`config.mk`:
```
export PLATFORM = sky130hd
export DESIGN_NAME = ps2_scan_code_to_ascii_receiver_top
export DESIGN_NICKNAME = d
export VERILOG_FILES = /design/src/rtl/ps2sc_pkg.sv /design/src/rtl/ps2sc_decode.sv /design/src/rtl/ps2sc_in_stage.sv /design/src/rtl/ps2sc_engine.sv /design/src/rtl/ps2_scan_code_to_ascii_receiver_top.sv
export SDC_FILE = /design/constraint.sdc
export NUM_CORES = 1
export LEC_CHECK = 0
export ABC_AREA = 1
export BUFFER_PORTS_ARGS = -buffer_cell sky130_fd_sc_hd__buf_2
export CAP_MARGIN = 10
export CORE_UTILIZATION = 57
export DETAILED_ROUTE_END_ITERATION = 6
export HOLD_SLACK_MARGIN = 0.12
export PLACE_DENSITY = 0.82
export SYNTH_ARGS = -nofsm -noshare
export SYNTH_HDL_FRONTEND = slang
export SYNTH_HIERARCHICAL = 1
export SYNTH_SLANG_ARGS = --single-unit
export TNS_END_PERCENT = 1
```
`constraint.sdc`:
```
create_clock -name aclk -period 3.24 [get_ports aclk]
set_input_delay 0.81 -clock aclk [delete_from_list [all_inputs] [get_ports aclk]]
set_output_delay 0.81 -clock aclk [all_outputs]
set_load 0.005 [all_outputs]
```
`src/rtl/ps2sc_pkg.sv`:
```
// Package for the PS/2 scan code receiver: word types, scan codes,
// frame constants and the two character tables. No dependencies.
`default_nettype none

package ps2sc_pkg;

    // Width of the idle tick counter
    localparam int IDLE_COUNT_WIDTH = 16;
    localparam int TIMEOUT_WIDTH    = 16;
    // Common width used to compare counter and timeout
    localparam int IDLE_CMP_WIDTH   = (IDLE_COUNT_WIDTH > TIMEOUT_WIDTH) ?
                                      IDLE_COUNT_WIDTH : TIMEOUT_WIDTH;

    localparam logic [TIMEOUT_WIDTH-1:0] TIMEOUT_RESET = 16'd50;

    // Scan codes with a special meaning
    localparam logic [7:0] CODE_BREAK  = 8'hF0;
    localparam logic [7:0] CODE_LSHIFT = 8'h12;

    // Frame positions: 0 start, 1..8 data, 9 parity, 10 stop
    localparam logic [3:0] POS_START     = 4'd0;
    localparam logic [3:0] POS_DATA_LAST = 4'd8;
    localparam logic [3:0] POS_FRAME_END = 4'd10;

    // Operation codes of an input word
    localparam logic OP_BIT  = 1'b0;
    localparam logic OP_TICK = 1'b1;

    typedef logic [IDLE_COUNT_WIDTH-1:0] idle_count_t;
    typedef logic [TIMEOUT_WIDTH-1:0]    timeout_t;

    typedef struct packed {
        logic operation;
        logic data_bit;
    } in_word_t;

    typedef struct packed {
        logic       char_valid;
        logic [7:0] char_code;
        logic       message_end;
    } out_word_t;

    // Outcome of decoding one scan code
    typedef struct packed {
        logic       emit;
        logic [7:0] char_code;
        logic       shift_held;
        logic       break_pending;
    } decode_t;

    // Characters with shift held; unmapped codes give zero
    function automatic logic [7:0] shifted_char(input logic [7:0] code);
        logic [7:0] ch;
        case (code)
            8'h15: ch = "Q";
            8'h16: ch = "!";
            8'h1A: ch = "Z";
            8'h1B: ch = "S";
            8'h1C: ch = "A";
            8'h1D: ch = "W";
            8'h21: ch = "C";
            8'h22: ch = "X";
            8'h23: ch = "D";
            8'h24: ch = "E";
            8'h25: ch = "$";
            8'h26: ch = "#";
            8'h2A: ch = "V";
            8'h2B: ch = "F";
            8'h2C: ch = "T";
            8'h2D: ch = "R";
            8'h2E: ch = "%";
            8'h31: ch = "N";
            8'h32: ch = "B";
            8'h33: ch = "H";
            8'h34: ch = "G";
            8'h35: ch = "Y";
            8'h36: ch = "^";
            8'h3A: ch = "M";
            8'h3B: ch = "J";
            8'h3C: ch = "U";
            8'h3D: ch = "&";
            8'h3E: ch = "*";
            8'h41: ch = "<";
            8'h42: ch = "K";
            8'h43: ch = "I";
            8'h44: ch = "O";
            8'h45: ch = ")";
            8'h46: ch = "(";
            8'h49: ch = ">";
            8'h4A: ch = "?";
            8'h4B: ch = "L";
            8'h4C: ch = ":";
            8'h4D: ch = "P";
            8'h52: ch = 8'h22;  // double quote
            8'h55: ch = "+";
            default: ch = 8'h00;
        endcase
        return ch;
    endfunction

    // Characters without shift; unmapped codes give zero
    function automatic logic [7:0] plain_char(input logic [7:0] code);
        logic [7:0] ch;
        case (code)
            8'h16: ch = "1";
            8'h1E: ch = "2";
            8'h25: ch = "4";
            8'h26: ch = "3";
            8'h29: ch = " ";
            8'h2E: ch = "5";
            8'h36: ch = "6";
            8'h3D: ch = "7";
            8'h3E: ch = "8";
            8'h41: ch = ",";
            8'h45: ch = "0";
            8'h46: ch = "9";
            8'h49: ch = ".";
            8'h4A: ch = "/";
            8'h4C: ch = ";";
            8'h4E: ch = "-";
            8'h52: ch = 8'h27;  // single quote
            8'h55: ch = "=";
            8'h5A: ch = 8'h0A;  // line feed
            default: ch = 8'h00;
        endcase
        return ch;
    endfunction

endpackage

`default_nettype wire

```
`src/rtl/ps2sc_decode.sv`:
```
// Scan code decoder: break and shift tracking plus table lookup.
// Depends on ps2sc_pkg.
`default_nettype none

module ps2sc_decode (
    input  wire logic [7:0]        code,
    input  wire logic              shift_held,
    input  wire logic              break_pending,
    output ps2sc_pkg::decode_t     result
);

    // Pick the table by shift state
    logic [7:0] table_char;
    assign table_char = shift_held ? ps2sc_pkg::shifted_char(code)
                                   : ps2sc_pkg::plain_char(code);

    // Break prefix arms, shift code sets or (after a break) clears shift, anything else is a key
    always_comb begin
        result.emit          = 1'b0;
        result.char_code     = 8'h00;
        result.shift_held    = shift_held;
        result.break_pending = 1'b0;
        if (code == ps2sc_pkg::CODE_BREAK) begin
            result.break_pending = 1'b1;
        end else if (code == ps2sc_pkg::CODE_LSHIFT) begin
            result.shift_held = !break_pending;
        end else if (!break_pending) begin
            result.emit      = 1'b1;
            result.char_code = table_char;
        end
    end

endmodule

`default_nettype wire

```
`src/rtl/ps2sc_in_stage.sv`:
```
// Input register stage: holds one accepted word until the engine takes it.
// Depends on ps2sc_pkg.
`default_nettype none

module ps2sc_in_stage (
    input  wire logic                 aclk,
    input  wire logic                 aresetn,
    input  wire logic                 s_valid,
    output wire logic                 s_ready,
    input  wire ps2sc_pkg::in_word_t  s_data,
    output wire logic                 word_valid,
    output ps2sc_pkg::in_word_t       word,
    input  wire logic                 word_pop
);

    logic                valid_reg;
    logic                valid_next;
    ps2sc_pkg::in_word_t word_reg;

    // Take a new word whenever the slot is empty or drains this cycle
    assign s_ready    = !valid_reg || word_pop;
    assign word_valid = valid_reg;
    assign word       = word_reg;

    always_comb begin
        valid_next = valid_reg;
        if (s_valid && s_ready) begin
            valid_next = 1'b1;
        end else if (word_pop) begin
            valid_next = 1'b0;
        end
    end

    always_ff @(posedge aclk) begin
        if (!aresetn) begin
            valid_reg <= 1'b0;
        end else begin
            valid_reg <= valid_next;
        end
    end

    // Hold payload; load on accept
    always_ff @(posedge aclk) begin
        if (s_valid && s_ready) begin
            word_reg <= s_data;
        end
    end

endmodule

`default_nettype wire

```
`src/rtl/ps2sc_engine.sv`:
```
// Frame engine: frame position, shift register, idle timer and result
// register. Depends on ps2sc_pkg and ps2sc_decode.
`default_nettype none

module ps2sc_engine (
    input  wire logic                  aclk,
    input  wire logic                  aresetn,
    input  wire ps2sc_pkg::timeout_t   idle_timeout_ms,
    input  wire logic                  word_valid,
    input  wire ps2sc_pkg::in_word_t   word,
    output wire logic                  word_pop,
    output wire logic                  m_valid,
    input  wire logic                  m_ready,
    output ps2sc_pkg::out_word_t       m_data
);

    logic [3:0]                pos_reg, pos_next;
    logic [7:0]                sr_reg, sr_next;
    logic                      shift_reg, shift_next;
    logic                      break_reg, break_next;
    logic                      recv_reg, recv_next;
    ps2sc_pkg::idle_count_t    idle_reg, idle_next;
    logic                      out_valid_reg, out_valid_next;
    ps2sc_pkg::out_word_t      out_word_reg, out_word_next;

    logic                      advance;
    logic [7:0]                sr_shifted;
    logic [7:0]                dec_code;
    logic                      in_data;
    logic                      timed_out;
    ps2sc_pkg::idle_count_t    idle_inc;
    ps2sc_pkg::decode_t        dec;
    logic                      has_result;

    // Move a word forward only when the result slot can take it
    assign advance  = word_valid && (!out_valid_reg || m_ready);
    assign word_pop = advance;

    assign in_data    = (pos_reg != ps2sc_pkg::POS_START) &&
                        (pos_reg <= ps2sc_pkg::POS_DATA_LAST);
    assign sr_shifted = {word.data_bit, sr_reg[7:1]};
    assign dec_code   = (word.operation == ps2sc_pkg::OP_BIT) ? sr_shifted : sr_reg;

    // Saturating idle count and timeout compare
    assign idle_inc  = (idle_reg == '1) ? idle_reg : idle_reg + 1'b1;
    assign timed_out = ps2sc_pkg::IDLE_CMP_WIDTH'(idle_inc) >=
                       ps2sc_pkg::IDLE_CMP_WIDTH'(idle_timeout_ms);

    ps2sc_decode u_decode (
        .code          (dec_code),
        .shift_held    (shift_reg),
        .break_pending (break_reg),
        .result        (dec)
    );

    // Next state and result for the word in the input stage
    always_comb begin
        pos_next      = pos_reg;
        sr_next       = sr_reg;
        shift_next    = shift_reg;
        break_next    = break_reg;
        recv_next     = recv_reg;
        idle_next     = idle_reg;
        has_result    = 1'b0;
        out_word_next = out_word_reg;
        if (advance) begin
            if (word.operation == ps2sc_pkg::OP_BIT) begin
                recv_next = 1'b1;
                idle_next = '0;
                if (pos_reg == ps2sc_pkg::POS_START) begin
                    sr_next = 8'h00;
                end else if (in_data) begin
                    sr_next = sr_shifted;
                end
                if (pos_reg == ps2sc_pkg::POS_DATA_LAST) begin
                    shift_next = dec.shift_held;
                    break_next = dec.break_pending;
                    if (dec.emit) begin
                        has_result                = 1'b1;
                        out_word_next.char_valid  = 1'b1;
                        out_word_next.char_code   = dec.char_code;
                        out_word_next.message_end = 1'b0;
                    end
                end
                pos_next = (pos_reg >= ps2sc_pkg::POS_FRAME_END) ? ps2sc_pkg::POS_START
                                                                 : pos_reg + 4'd1;
            end else if (recv_reg) begin
                if (!timed_out) begin
                    idle_next = idle_inc;
                end else begin
                    // End the message: flush a partial frame, then clear
                    has_result                = 1'b1;
                    out_word_next.char_valid  = in_data && dec.emit;
                    out_word_next.char_code   = (in_data && dec.emit) ? dec.char_code
                                                                      : 8'h00;
                    out_word_next.message_end = 1'b1;
                    pos_next   = ps2sc_pkg::POS_START;
                    sr_next    = 8'h00;
                    shift_next = 1'b0;
                    break_next = 1'b0;
                    recv_next  = 1'b0;
                    idle_next  = '0;
                end
            end
        end
    end

    // Result slot: fill on a new result, drop once taken
    always_comb begin
        out_valid_next = out_valid_reg;
        if (has_result) begin
            out_valid_next = 1'b1;
        end else if (m_ready) begin
            out_valid_next = 1'b0;
        end
    end

    always_ff @(posedge aclk) begin
        if (!aresetn) begin
            pos_reg       <= ps2sc_pkg::POS_START;
            sr_reg        <= 8'h00;
            shift_reg     <= 1'b0;
            break_reg     <= 1'b0;
            recv_reg      <= 1'b0;
            idle_reg      <= '0;
            out_valid_reg <= 1'b0;
        end else begin
            pos_reg       <= pos_next;
            sr_reg        <= sr_next;
            shift_reg     <= shift_next;
            break_reg     <= break_next;
            recv_reg      <= recv_next;
            idle_reg      <= idle_next;
            out_valid_reg <= out_valid_next;
        end
    end

    // Result payload
    always_ff @(posedge aclk) begin
        out_word_reg <= out_word_next;
    end

    assign m_valid = out_valid_reg;
    assign m_data  = out_word_reg;

endmodule

`default_nettype wire

```
`src/rtl/ps2_scan_code_to_ascii_receiver_top.sv`:
```
// PS/2 set-2 scan code receiver with ASCII translation, top level.
// Depends on ps2sc_pkg, ps2sc_in_stage, ps2sc_engine and ps2sc_decode.
//
// Input words (s_valid/s_ready/s_data) are either a sampled keyboard data
// bit (operation 0) or a one millisecond tick (operation 1). Eleven bits form
// a frame; after the eighth data bit the scan code is decoded and a plain or
// shifted character word goes out on m_valid/m_ready/m_data. Once ticks since
// the last bit reach idle_timeout_ms, an end-of-message word goes out and the
// frame state clears; a partial frame is decoded into that same word.
// cfg_wr_en/cfg_wr_data write idle_timeout_ms (reset value 50);
// write it only while the block is idle.
// Each accepted word waits in the input register; the engine decodes it and
// writes any result into the output register. Throughput: one word per cycle
// while the output is not stalled, set by the combinational decode between those two registers.
// A stalled output holds its word; the input stage keeps one more word, then
// s_ready drops until m_ready returns. Synchronous active-low reset empties
// both stages and clears all frame state.
`default_nettype none

module ps2_scan_code_to_ascii_receiver_top (
    input  wire logic                  aclk,
    input  wire logic                  aresetn,
    input  wire logic                  cfg_wr_en,
    input  wire ps2sc_pkg::timeout_t   cfg_wr_data,
    input  wire logic                  s_valid,
    output wire logic                  s_ready,
    input  wire ps2sc_pkg::in_word_t   s_data,
    output wire logic                  m_valid,
    input  wire logic                  m_ready,
    output ps2sc_pkg::out_word_t       m_data
);

    ps2sc_pkg::timeout_t  timeout_reg;
    logic                 word_valid;
    logic                 word_pop;
    ps2sc_pkg::in_word_t  word;

    // Timeout register
    always_ff @(posedge aclk) begin
        if (!aresetn) begin
            timeout_reg <= ps2sc_pkg::TIMEOUT_RESET;
        end else if (cfg_wr_en) begin
            timeout_reg <= cfg_wr_data;
        end
    end

    ps2sc_in_stage u_in_stage (
        .aclk       (aclk),
        .aresetn    (aresetn),
        .s_valid    (s_valid),
        .s_ready    (s_ready),
        .s_data     (s_data),
        .word_valid (word_valid),
        .word       (word),
        .word_pop   (word_pop)
    );

    ps2sc_engine u_engine (
        .aclk            (aclk),
        .aresetn         (aresetn),
        .idle_timeout_ms (timeout_reg),
        .word_valid      (word_valid),
        .word            (word),
        .word_pop        (word_pop),
        .m_valid         (m_valid),
        .m_ready         (m_ready),
        .m_data          (m_data)
    );

endmodule

`default_nettype wire

```
==> impl_metrics.xml <==
<?xml version="1.0" encoding="UTF-8"?>
<metrics>
  <group name="clock_network">
    <metric name="cts_hold_repair.buffers" unit="">0</metric>
    <metric name="clock_tree_from_tritoncts" unit="">built</metric>
    <metric name="insertion_delay" unit="ns">0.34</metric>
    <metric name="cts.path.max_buffers" unit="">2</metric>
    <metric name="clock-sinks" unit="">61</metric>
    <metric name="clockRootBuffer" unit="">clkbuf_8</metric>
    <metric name="cts.reportedPaths.clkPinSlew" unit="ns">0.08</metric>
    <metric name="cts-htree-levels" unit="">3</metric>
    <metric name="number_of_buffers_inserted_during_clock_tree_synthesis" unit="">9</metric>
  </group>
  <group name="grt">
    <metric name="antenna_found_initial" unit="">0</metric>
    <metric name="grt_overflow_total" unit="">0</metric>
    <metric name="grt_util_all_layers" unit="%">26.9</metric>
    <metric name="number_of_global_route_vias_before_repair" unit="">4782</metric>
    <metric name="global_route_wire_length_before_repair" unit="um">21000</metric>
    <metric name="maximum_number_of_pins_on_one_net_before_global_route_repair" unit="">31</metric>
  </group>
  <group name="timing">
    <metric name="min_period" unit="ns">3.05</metric>
    <metric name="fin_tns_setup" unit="ns">0</metric>
    <metric name="timing.hold.ws" unit="ns">0.463</metric>
    <metric name="timing.slew.headroom" unit="%">49.0</metric>
    <metric name="achievable-frequency" unit="MHz">328</metric>
    <metric name="slew_viol_final" unit="">0</metric>
    <metric name="worst_pin_slew" unit="ns">0.765</metric>
    <metric name="finalHoldViolations" unit="">0</metric>
    <metric name="worst_clock_skew" unit="ns">0.0109</metric>
    <metric name="fin_crit_sh" unit="%">94.0</metric>
    <metric name="setup_violations" unit="">0</metric>
  </group>
  <group name="yosys">
    <metric name="yosys.area.top_type" unit="">dfxtp_1</metric>
    <metric name="ys_seq_elements" unit="">61</metric>
    <metric name="seq_area_frac_synth" unit="%">26.2</metric>
    <metric name="synthFlopType" unit="">dfxtp_1</metric>
    <metric name="yosys-top-cells-area" unit="">dfxtp_1 19%, nand2_1 18%, nor2_1 11%, inv_1 11%, edfxtp_1 7.1%</metric>
    <metric name="yosys.cell_count.top_type" unit="">nand2_1</metric>
    <metric name="syn-num-nets" unit="">911</metric>
    <metric name="netlist_area" unit="um2">5110</metric>
    <metric name="synth_warnings" unit="">6</metric>
    <metric name="synth.avg_cell_area" unit="um2">5.93</metric>
    <metric name="synth_enable_flop_cells" unit="">12</metric>
    <metric name="asyncSetResetFlopFracSynth" unit="%">0</metric>
    <metric name="synthesis.instances" unit="">862</metric>
    <metric name="synth_commonest_cells" unit="">241 x nand2_1, 153 x nor2_1, 148 x inv_1</metric>
    <metric name="yosysUniqueCellTypes" unit="">36</metric>
    <metric name="synth.top_cell.area_share" unit="%">19.2</metric>
  </group>
  <group name="pwr">
    <metric name="power_per_cell_area" unit="nW/um2">338</metric>
    <metric name="intPower" unit="W">0.00134</metric>
    <metric name="share_seq_of_total_power" unit="%">43.1</metric>
    <metric name="pwr-share-comb" unit="%">16.5</metric>
    <metric name="p_sw_share" unit="%">29.3</metric>
    <metric name="p_switching" unit="W">0.000556</metric>
    <metric name="worst_vdd_drop" unit="mV">0.271</metric>
    <metric name="leakage" unit="nW">3.03</metric>
    <metric name="p_clk_share" unit="%">40.4</metric>
  </group>
  <group name="placed_design">
    <metric name="postPlaceCellArea" unit="um2">5360</metric>
    <metric name="place.gp.congestion" unit="">0.955</metric>
    <metric name="numPortBuffers" unit="">34</metric>
    <metric name="dp_hpwl" unit="um">8960</metric>
    <metric name="dp.cells" unit="">996</metric>
  </group>
  <group name="critical_path">
    <metric name="worst_path_dominant_cell_family" unit="">simple AND/OR/NAND/NOR gates</metric>
    <metric name="worstPathCellList" unit="">ha_2 &gt; nand3_2 &gt; nor2_4 &gt; nand3_4 &gt; nor2_8 &gt; buf_12 &gt; a21oi_2 &gt; inv_1 &gt; ha_1 &gt; a21oi_1 &gt; a21oi_1 &gt; nor2_1 &gt; nand3_2 &gt; buf_4 &gt; nand2_1 &gt; nand2_1 &gt; a21oi_1</metric>
    <metric name="critPathArrivalTime" unit="ns">3.32</metric>
    <metric name="critPathMaxStageDelay" unit="ns">0.40</metric>
    <metric name="path_common_cell" unit="">a21oi_1</metric>
    <metric name="crit_path_max_fanout" unit="">10</metric>
    <metric name="crit_path_end_kind" unit="">register</metric>
    <metric name="critical_path_cell_with_the_highest_stage_delay" unit="">dfxtp_1</metric>
    <metric name="timing_worst_setup_path_type" unit="">reg -&gt; reg</metric>
    <metric name="critical_path.reg2reg.endpoint" unit="">u_engine/pos_reg[2]</metric>
    <metric name="r2r_slack" unit="ns">0.19</metric>
    <metric name="critical_path.n_buffers_inverters" unit="">3</metric>
    <metric name="crit_required" unit="ns">3.51</metric>
    <metric name="worstRegToRegCells" unit="">17</metric>
    <metric name="r2r-start" unit="">u_engine/idle_reg[0]</metric>
    <metric name="timing.critical_path.from_type" unit="">register</metric>
  </group>
  <group name="job">
    <metric name="drv_cap" unit="">0</metric>
  </group>
  <group name="drt">
    <metric name="routed_via_density" unit="">5.15</metric>
    <metric name="routedWlPerCell" unit="um">12.0</metric>
    <metric name="route.detailed.drc" unit="">0</metric>
    <metric name="wirelength" unit="um">12100</metric>
    <metric name="drt_pre_antenna_iters" unit="">5</metric>
    <metric name="first_iter_violations" unit="">368</metric>
    <metric name="via_total_after_detailed_routing" unit="">5222</metric>
    <metric name="antenna_violating_nets_post_route" unit="">0</metric>
  </group>
  <group name="run_status">
    <metric name="status" unit="">complete, no violations</metric>
  </group>
  <group name="die">
    <metric name="boundaryPins" unit="">35</metric>
    <metric name="die_area" unit="um2">9350</metric>
    <metric name="core_area" unit="um2">8720</metric>
    <metric name="die_height" unit="um">96.7</metric>
    <metric name="initial_core_util" unit="%">58.6</metric>
    <metric name="die_x" unit="um">96.7</metric>
    <metric name="placement_rows" unit="">34</metric>
  </group>
  <group name="hold_path">
    <metric name="hold-path-cell-count" unit="">2</metric>
    <metric name="hold_end" unit="">timeout_reg[5]</metric>
    <metric name="hp-start" unit="">timeout_reg[5]</metric>
    <metric name="worst_hold_path_type" unit="">reg -&gt; reg</metric>
  </group>
  <group name="cells_and_area">
    <metric name="filler_cell_count" unit="">835</metric>
    <metric name="syn_to_final_growth" unit="%">9.94</metric>
    <metric name="fin_cells" unit="">1013</metric>
    <metric name="design_area" unit="um2">5620</metric>
    <metric name="ant_cells" unit="">0</metric>
    <metric name="layout-drive-gt1-share" unit="%">13.7</metric>
    <metric name="finalNetCount" unit="">949</metric>
  </group>
</metrics>
worst min-delay path, delay by kind of cell (launching register included):
kind / cells / cell delay [ns]
DFF: 1 / 0.33
and+or+nand+nor: 2 / 0.10
cells in the final DEF (no fill, tap or decap), types with 6 or more instances in the layout:
cell type / instances
nand2_1: 241
nor2_1: 153
inv_1: 147
nand3_1: 65
dfxtp_1: 49
buf_2: 34
a21oi_1: 29
ha_1: 25
o21ai_0: 22
nand4_1: 19
buf_4: 17
edfxtp_1: 12
inv_2: 11
a21oi_2: 10
nor2_2: 9
clkbuf_8: 9
nor3_1: 6
o21ai_1: 6
through the flow:
stage	worst slack, ns	utilization (%)	total power [W]
6_report	0.194	64.4	0.00190
5_1_grt	-0.0126	64.4	0.00199
4_1_cts	0.136	64.1	0.00191
3_5_place_dp	0.162	61.5	0.00114
3_3_place_gp	0.231	61.5	0.00114
2_1_floorplan	0.312	-	0.00107
power groups by stage:
stage,logic (W),registers [W],clock network (W)
6_report,0.000314,0.000818,0.000768
5_1_grt,0.000361,0.000822,0.000810
4_1_cts,0.000310,0.000818,0.000780
3_5_place_dp,0.000309,0.000835,0
3_3_place_gp,0.000306,0.000834,0
2_1_floorplan,0.000239,0.000830,0
kinds of logic after synthesis:
| kind of cell | share of synthesized area, % |
|---|---|
| and+or+nand+nor | 43.4 |
| buffers and inverters | 15.7 |
| AOI/OAI and AO/OA | 7.88 |
| DFF | 26.2 |
| adders and majority gates | 6.37 |
| xor gates and xnor gates | 0.343 |
| other | 0.0734 |
layer usage:
layer | vias to the layer above | GRT usage, % | wire length [um] | part of all wire, %
met1 | 2256 | 32.9 | 5240 | 43
met3 | 35 | 3.68 | 640 | 5.3
met4 | 0 | 13.7 | 421 | 3.5
met5 | - | 0 | 0 | 0
li1 | 2731 | - | - | -
met2 | 200 | 46.0 | 5850 | 48
worst max path at each step:
| stage | start | end | slack, ns | cells after the start |
|---|---|---|---|---|
| final | u_engine/idle_reg[0] | u_engine/pos_reg[2] | 0.19 | 17 |
| after global routing | u_engine/idle_reg[0] | u_engine/pos_reg[0] | -0.01 | 21 |
| after CTS | u_engine/idle_reg[0] | u_engine/m_data[9] | 0.14 | 17 |
| after detailed placement | u_engine/idle_reg[0] | u_engine/m_data[7] | 0.16 | 19 |
| after global placement | u_engine/idle_reg[0] | u_engine/m_data[7] | 0.23 | 19 |
| after floorplan | u_in_stage/word[1] | u_engine/m_data[0] | 0.31 | 14 |
cell type report:
| class | count | area, um2 | area share, % |
|---|---|---|---|
| multi-input cells | 615 | 2990 | 53.2 |
| clock buffers | 9 | 124 | 2.20 |
| inverters | 160 | 606 | 10.8 |
| flip-flops and latches | 61 | 1340 | 23.9 |
| clock inverters | 7 | 98.8 | 1.76 |
| repair inverters | 1 | 7.51 | 0.134 |
| repair buffers | 52 | 318 | 5.66 |
| well taps | 108 | 135 | 2.41 |
timing repair:
| item | in CTS | in global routing |
|---|---|---|
| endpoints found under the setup margin | 0 | 21 |
| buffers inserted | 0 | 0 |
| resized for setup | 0 | 6 |
Note: power is estimated with default switching activity, not from simulation.
